<file path="src/hdl/edt_pkg.sv">
`default_nettype none
// -----------------------------------------------------------------------------
// edt_pkg
// Shared types and constants for the expiring duplicate suppression table:
// result status codes, controller states and the control/status bundles
// passed between the controller and the datapath.
// -----------------------------------------------------------------------------
package edt_pkg;

   // Field widths fixed by the channel definitions
   localparam int KEY_WORD_W = 64;
   localparam int KEY_W      = 4 * KEY_WORD_W;
   localparam int TIME_W     = 63;
   localparam int INTERVAL_W = 64;
   localparam int LIMIT_W    = 12;
   localparam int STATUS_W   = 3;
   localparam int COUNT_W    = 12;

   // Window clamp: one century of days
   localparam logic [63:0] DAYS_PER_CENTURY = 64'd36500;
   localparam logic [63:0] SECONDS_PER_DAY  = 64'd86400;
   localparam logic [63:0] MAX_WINDOW       = DAYS_PER_CENTURY * SECONDS_PER_DAY;
   localparam int          WINDOW_W         = 32;

   localparam logic [LIMIT_W-1:0] LIMIT_RESET = 12'd2000;

   // Result status codes
   typedef enum logic [STATUS_W-1:0] {
      ST_GRANTED_OPEN     = 3'd0,
      ST_GRANTED_RECORDED = 3'd1,
      ST_DENIED_SEEN      = 3'd2,
      ST_DENIED_FULL      = 3'd3,
      ST_CLEARED          = 3'd4
   } edt_status_type;

   // Controller states
   typedef enum logic [2:0] {
      S_INIT,
      S_IDLE,
      S_CLEAR,
      S_WALK,
      S_DRAIN,
      S_DECIDE,
      S_RESULT
   } edt_state_type;

   // Controller to datapath
   typedef struct packed {
      logic           capture;
      logic           sweep_clear;
      logic           walk_read;
      logic           insert;
      logic           load_result;
      edt_status_type code;
   } edt_cmd_type;

   // Datapath to controller
   typedef struct packed {
      logic req_is_clear;
      logic req_no_window;
      logic addr_last;
      logic seen;
      logic full;
   } edt_stat_type;

endpackage
`default_nettype wire

</file>
<file path="src/hdl/edt_ctrl.sv">
`default_nettype none
// -----------------------------------------------------------------------------
// edt_ctrl
// Controller: sequences the post-reset clearing pass, clear sweeps, table
// walks and the final insert, and owns the request/response handshakes.
// -----------------------------------------------------------------------------
module edt_ctrl (
   input  wire logic                clock,
   input  wire logic                reset,
   input  wire logic                req_valid,
   output logic                     req_ready,
   output logic                     rsp_valid,
   input  wire logic                rsp_ready,
   output edt_pkg::edt_cmd_type     cmd,
   input  wire edt_pkg::edt_stat_type stat
);

   edt_pkg::edt_state_type  state_ff, state_in;
   edt_pkg::edt_status_type code_ff, code_in;
   logic                    rsp_valid_ff, rsp_valid_in;
   logic                    out_free;

   assign rsp_valid = rsp_valid_ff;
   assign out_free  = !rsp_valid_ff || rsp_ready;

   // State, pending code and output valid registers
   always_ff @(posedge clock) begin
      if (reset) begin
         state_ff     <= edt_pkg::S_INIT;
         code_ff      <= edt_pkg::ST_GRANTED_OPEN;
         rsp_valid_ff <= 1'b0;
      end else begin
         state_ff     <= state_in;
         code_ff      <= code_in;
         rsp_valid_ff <= rsp_valid_in;
      end
   end

   // Next state and commands
   always_comb begin
      state_in        = state_ff;
      code_in         = code_ff;
      req_ready       = 1'b0;
      cmd             = '0;
      cmd.code        = code_ff;
      rsp_valid_in    = rsp_valid_ff && !rsp_ready;

      case (state_ff)
         edt_pkg::S_INIT: begin
            cmd.sweep_clear = 1'b1;
            if (stat.addr_last) begin
               state_in = edt_pkg::S_IDLE;
            end
         end
         edt_pkg::S_IDLE: begin
            req_ready = 1'b1;
            if (req_valid) begin
               cmd.capture = 1'b1;
               if (stat.req_is_clear) begin
                  code_in  = edt_pkg::ST_CLEARED;
                  state_in = edt_pkg::S_CLEAR;
               end else if (stat.req_no_window) begin
                  code_in  = edt_pkg::ST_GRANTED_OPEN;
                  state_in = edt_pkg::S_RESULT;
               end else begin
                  state_in = edt_pkg::S_WALK;
               end
            end
         end
         edt_pkg::S_CLEAR: begin
            cmd.sweep_clear = 1'b1;
            if (stat.addr_last) begin
               state_in = edt_pkg::S_RESULT;
            end
         end
         edt_pkg::S_WALK: begin
            cmd.walk_read = 1'b1;
            if (stat.addr_last) begin
               state_in = edt_pkg::S_DRAIN;
            end
         end
         edt_pkg::S_DRAIN: begin
            // last slot is evaluated in this cycle
            state_in = edt_pkg::S_DECIDE;
         end
         edt_pkg::S_DECIDE: begin
            if (stat.seen) begin
               code_in = edt_pkg::ST_DENIED_SEEN;
            end else if (stat.full) begin
               code_in = edt_pkg::ST_DENIED_FULL;
            end else begin
               cmd.insert = 1'b1;
               code_in    = edt_pkg::ST_GRANTED_RECORDED;
            end
            state_in = edt_pkg::S_RESULT;
         end
         edt_pkg::S_RESULT: begin
            // hold until the output register is free
            if (out_free) begin
               cmd.load_result = 1'b1;
               rsp_valid_in    = 1'b1;
               state_in        = edt_pkg::S_IDLE;
            end
         end
         default: begin
            state_in = edt_pkg::S_INIT;
         end
      endcase
   end

endmodule
`default_nettype wire

</file>
<file path="config.mk">
export PLATFORM = sky130hd
export DESIGN_NAME = edt_ctrl
export DESIGN_NICKNAME = d
export VERILOG_FILES = /design/src/hdl/edt_pkg.sv /design/src/hdl/edt_ctrl.sv
export SDC_FILE = /design/constraint.sdc
export NUM_CORES = 1
export LEC_CHECK = 0
export BUFFER_PORTS_ARGS = -buffer_cell sky130_fd_sc_hd__buf_4
export CAP_MARGIN = 25
export CORE_AREA = 4 4 41 43
export CTS_CLUSTER_DIAMETER = 120
export DETAILED_ROUTE_END_ITERATION = 6
export DIE_AREA = 0 0 45 47
export GPL_TIMING_DRIVEN = 0
export PLACE_DENSITY = 0.57
export SYNTH_ARGS = -nofsm -noshare
export SYNTH_HDL_FRONTEND = slang
export SYNTH_SLANG_ARGS = --single-unit
export TNS_END_PERCENT = 100
</file>
<file path="constraint.sdc">
create_clock -name clock -period 1.3 [get_ports clock]
set_input_delay 0.13 -clock clock [delete_from_list [all_inputs] [get_ports clock]]
set_output_delay 0.13 -clock clock [all_outputs]
set_load 0.01 [all_outputs]
</file>
# Yosys cells after proc, flatten, opt, wreduce, memory -nomap -nowiden
# Index checks and enable logic that the tools add are counted.
# totals
register_bits	7
latchBits	0
ramBits	0
mem_bits_ro	0
out_inout_bits	10
elab_cells	50
mem_count	0
# classes
addsub	0
n_mul	0
n_div	0
order_cmp	0
eq_ne	12
n_shift	0
n_mux	26
n_bitwise	0
n_reduce_logical	9
# ops
operator	n
3-bit two-way mux	11
3-bit case mux with 7 select lines	1
1-bit two-way mux	12
2-bit != test, second input constant	5
3-bit equality test, second input constant	3
3-bit by 2-bit equality test with 1-bit output, second input constant	2
3-bit case mux with 2 select lines	1
5-bit AND reduction	1
3-bit by 1-bit equality test with 1-bit output, second input constant	1
3-bit logical NOT	1
3-bit != test, second input constant	1
3-bit AND reduction	1
1-bit logical NOT	2
2-bit two-way mux	1
2-bit nonzero test	1
2-bit OR reduction	1
1-bit logical AND	1
1-bit logical OR	1

# Longest topological paths before layout
# depth
depth_word	4
ltp_mapped	5
depth_no_buf	4

# Worst setup path before layout
# Ideal clock, no wire load.
# synth_timing
path_kind	register -> register
start	reg state_ff[0]
end	reg state_ff[0]
setup_ns	0.072
arrival_time_ns	1.083
slack_ns	0.145
path_stages_with_launch	6
n_path_buf	1
cell_sequence	dfxtp_1 buf_6 nor4bb_1 o21ai_1 o21ai_0 mux2i_1
# synth_via
elab_chain_cells	3
word_cells_on_any_way	14
cone_classes	eq/ne: 11; mux: 1; reduce/logical: 2
# synth_rtl
element	line_no	source
from (decl)	edt_ctrl.sv:18	edt_pkg::edt_state_type state_ff, state_in;
from (signal assigned)	edt_ctrl.sv:29	state_ff <= edt_pkg::S_INIT;
from (signal assigned)	edt_ctrl.sv:33	state_ff <= state_in;
3-bit equality test (tied with other cells)	edt_ctrl.sv:48	case (state_ff)
2-bit != test (no line)	--	
5-bit AND reduction (no line)	--	
# Several ways; a longest one is shown, not always the timed one.
# A chain may end at the register's enable or synchronous reset.

==> results.py <==
metrics = {
    "grt": {
        "grt_pass1_vias": 417,
        "globalRouteOverflowTotal": 0,
        "busiest_layer": "met2",
        "grt_use_met1": 0.141,
        "grt_max_degree": 10,
        "grt_use_total": 0.117,
        "grt.met3_usage": 0.0345,
        "antenna_found_initial": 0,
        "use_met2": 0.192,
        "grt_pass1_wl_um": 1770,
    },
    "logic_synthesis": {
        "synth_ff_type": "dfxtp_1",
        "syn-cell-area_um2": 405,
        "syn-num-nets": 59,
        "synth-seq-cells": 7,
        "synth_edf_count": 0,
        "yosysWarningCount": 0,
        "synthDistinctLibCells": 26,
        "seq_area_frac_synth": 0.346,
        "syn_area_per_cell_um2": 8.11,
        "synthArstFlopShare": 0,
        "syn_inst": 50,
    },
    "clock_network": {
        "cts_root_buf": "clkbuf_4",
        "cts_made_buffers": 3,
        "htree_levels": 1,
        "clk_latency_ns": 0.25,
        "cts.sinks": 7,
        "ctsHoldBuffers": 0,
        "cts.clk_slew.worst_paths_ns": 0.06,
        "cts_tree": "yes",
        "clockBufferDepth": 2,
    },
    "run_status": {
        "outcome": "finished, final reports clean",
    },
    "detailed_routing": {
        "dr_total_vias": 471,
        "first_pass_iters": 4,
        "routed_via_density": 5.06,
        "wl_per_cell_um": 12.6,
        "drt-initial-drc-count": 3,
        "wl_um": 1180,
        "drc": 0,
        "final_antenna_net_count": 0,
    },
    "placed_design": {
        "io_buffers": 17,
        "place_area_um2": 552,
        "routabilityCongestion": 0.755,
    },
    "sta": {
        "finalMaxSlewViolations": 0,
        "relSlewSlack": 0.819,
        "tightestPinTransition_ns": 0.270,
        "grt_setup_unrepaired": "yes",
        "period_minus_slack_ns": 1.25,
        "fin_crit_sh": 0.959,
        "fin_tns_setup_ns": 0,
        "setup_viol": 0,
        "finClkSkew_ns": 0.00116,
        "hold_viol": 0,
        "fmax_mhz": 802,
    },
    "worst_setup_path": {
        "arrival_ns": 1.12,
        "end_kind": "output pin",
        "critPathKind": "flop to output pin",
        "cp.required_ns": 1.17,
        "startpoint_type": "flop",
        "worstPathMaxFanout": 6,
    },
    "floorplan": {
        "io_pins": 19,
        "fp.dieArea_mm2": 0.00212,
        "core_area_mm2": 0.00130,
        "initial_utilization": 0.312,
        "chipWidth_um": 45,
        "die_h_um": 47,
        "rows": 13,
    },
    "run": {
        "drv_cap": 0,
    },
    "finish": {
        "n_antenna_cell": 0,
        "final-seq-area_um2": 146,
        "post-route-cell-area_um2": 656,
        "final_cell_mix": "buf_4, nor2_1, nand2_1, dfxtp_1",
        "drive_above_1_share": 0.538,
        "layout_commonest_cell": "buf_4",
        "nFillCells": 132,
        "fin_nets": 88,
        "syn2layout_area_growth_pct": 61.7,
        "multi_input_area_um2": 256,
    },
    "pwr": {
        "p_per_area_mw_per_mm2": 1690,
        "p_leak_nw": 0.291,
        "vdd.ir_drop.worst_uv": 735,
    },
    "min_path": {
        "hold_path_class": "input port to flop",
    },
}
[power by group]
| part | leakage, nW | switching, mW | internal, mW | total, mW |
|---|---|---|---|---|
| combinational | 0.218 | 0.242 | 0.327 | 0.570 |
| clock | 0.0150 | 0.0867 | 0.118 | 0.204 |
| sequential | 0.0584 | 0.0630 | 0.270 | 0.333 |
| total | 0.291 | 0.392 | 0.715 | 1.11 |
[final timing paths]
kind | startpoint | slack, ns | depth (start not counted) | endpoint
worst min register to register | code_ff[2] | 0.46 | 2 | code_ff[2]
worst min-delay path | reset | 0.16 | 2 | state_ff[1]
worst max-delay path | state_ff[2] | 0.05 | 4 | cmd[5]
worst max register to register | state_ff[1] | 0.10 | 4 | state_ff[0]
[logic make-up after synthesis]
kind of cell / synth area share
mux: 0.0247
simple gates: 0.290
flops: 0.346
buf+inv: 0.0771
compound gates: 0.262
[worst max-delay path, cell delays in order (launching register included)]
cell and delay (ns):
dfxtp_2 0.35, buf_6 0.13, inv_2 0.05, and3_2 0.20, buf_4 0.14
[synthesized netlist by cell type (2+ instances only)]
cell type,n,area (um^2)
a31oi_1,2,12.5
nor2_1,6,22.5
a2bb2oi_1,2,17.5
o21ai_0,3,15.0
nand2_1,5,18.8
buf_6,2,22.5
nor2b_1,2,12.5
dfxtp_1,7,140
a21oi_1,3,15.0
nand2b_1,2,12.5
[area by class of cell]
| type | count | share of cell area |
|---|---|---|
| Multi-Input combinational cell | 39 | 0.391 |
| Timing Repair Buffer | 25 | 0.286 |
| Sequential cell | 7 | 0.223 |
| Clock buffer | 4 | 0.0401 |
| Tap cell | 15 | 0.0286 |
| Buffer | 2 | 0.0248 |
| Inverter | 1 | 0.00573 |
[per-layer routing]
metal / part of all wire / routed length (um) / vias to the layer above
met2: 0.47 / 547 / 16
li1: - / - / 239
met4: 0.0094 / 11 / 0
met5: 0 / 0 / -
met3: 0.081 / 95 / 2
met1: 0.44 / 521 / 214
[state kept, by name (all words and copies together), names as in the netlist]
name	cells
code_ff	3
rsp_valid	1
state_ff	3
[stage by stage]
| stage | setup slack [ns] | hold WS (ns) | cells | total power, mW | util |
|---|---|---|---|---|---|
| final | 0.0531 | 0.156 | 93 | 1.11 | 0.504 |
| after global routing | -0.0159 | 0.164 | 93 | 1.18 | 0.504 |
| after floorplan | 0.145 | 0.298 | 50 | 0.598 | - |
| after detailed placement | -0.00312 | 0.432 | 82 | 0.759 | 0.424 |
| after global placement | 0.0190 | 0.430 | 82 | 0.756 | 0.424 |
| after CTS | -0.0435 | 0.156 | 92 | 1.10 | 0.493 |
[timing repair]
item | CTS | global route
pin swaps | 2 | 2
gates cloned | 0 | 0
endpoints found under the setup margin | 5 | 9
setup buffers | 6 | 2
gates resized for setup | 7 | 5
Power figures use the tool's default switching activity.
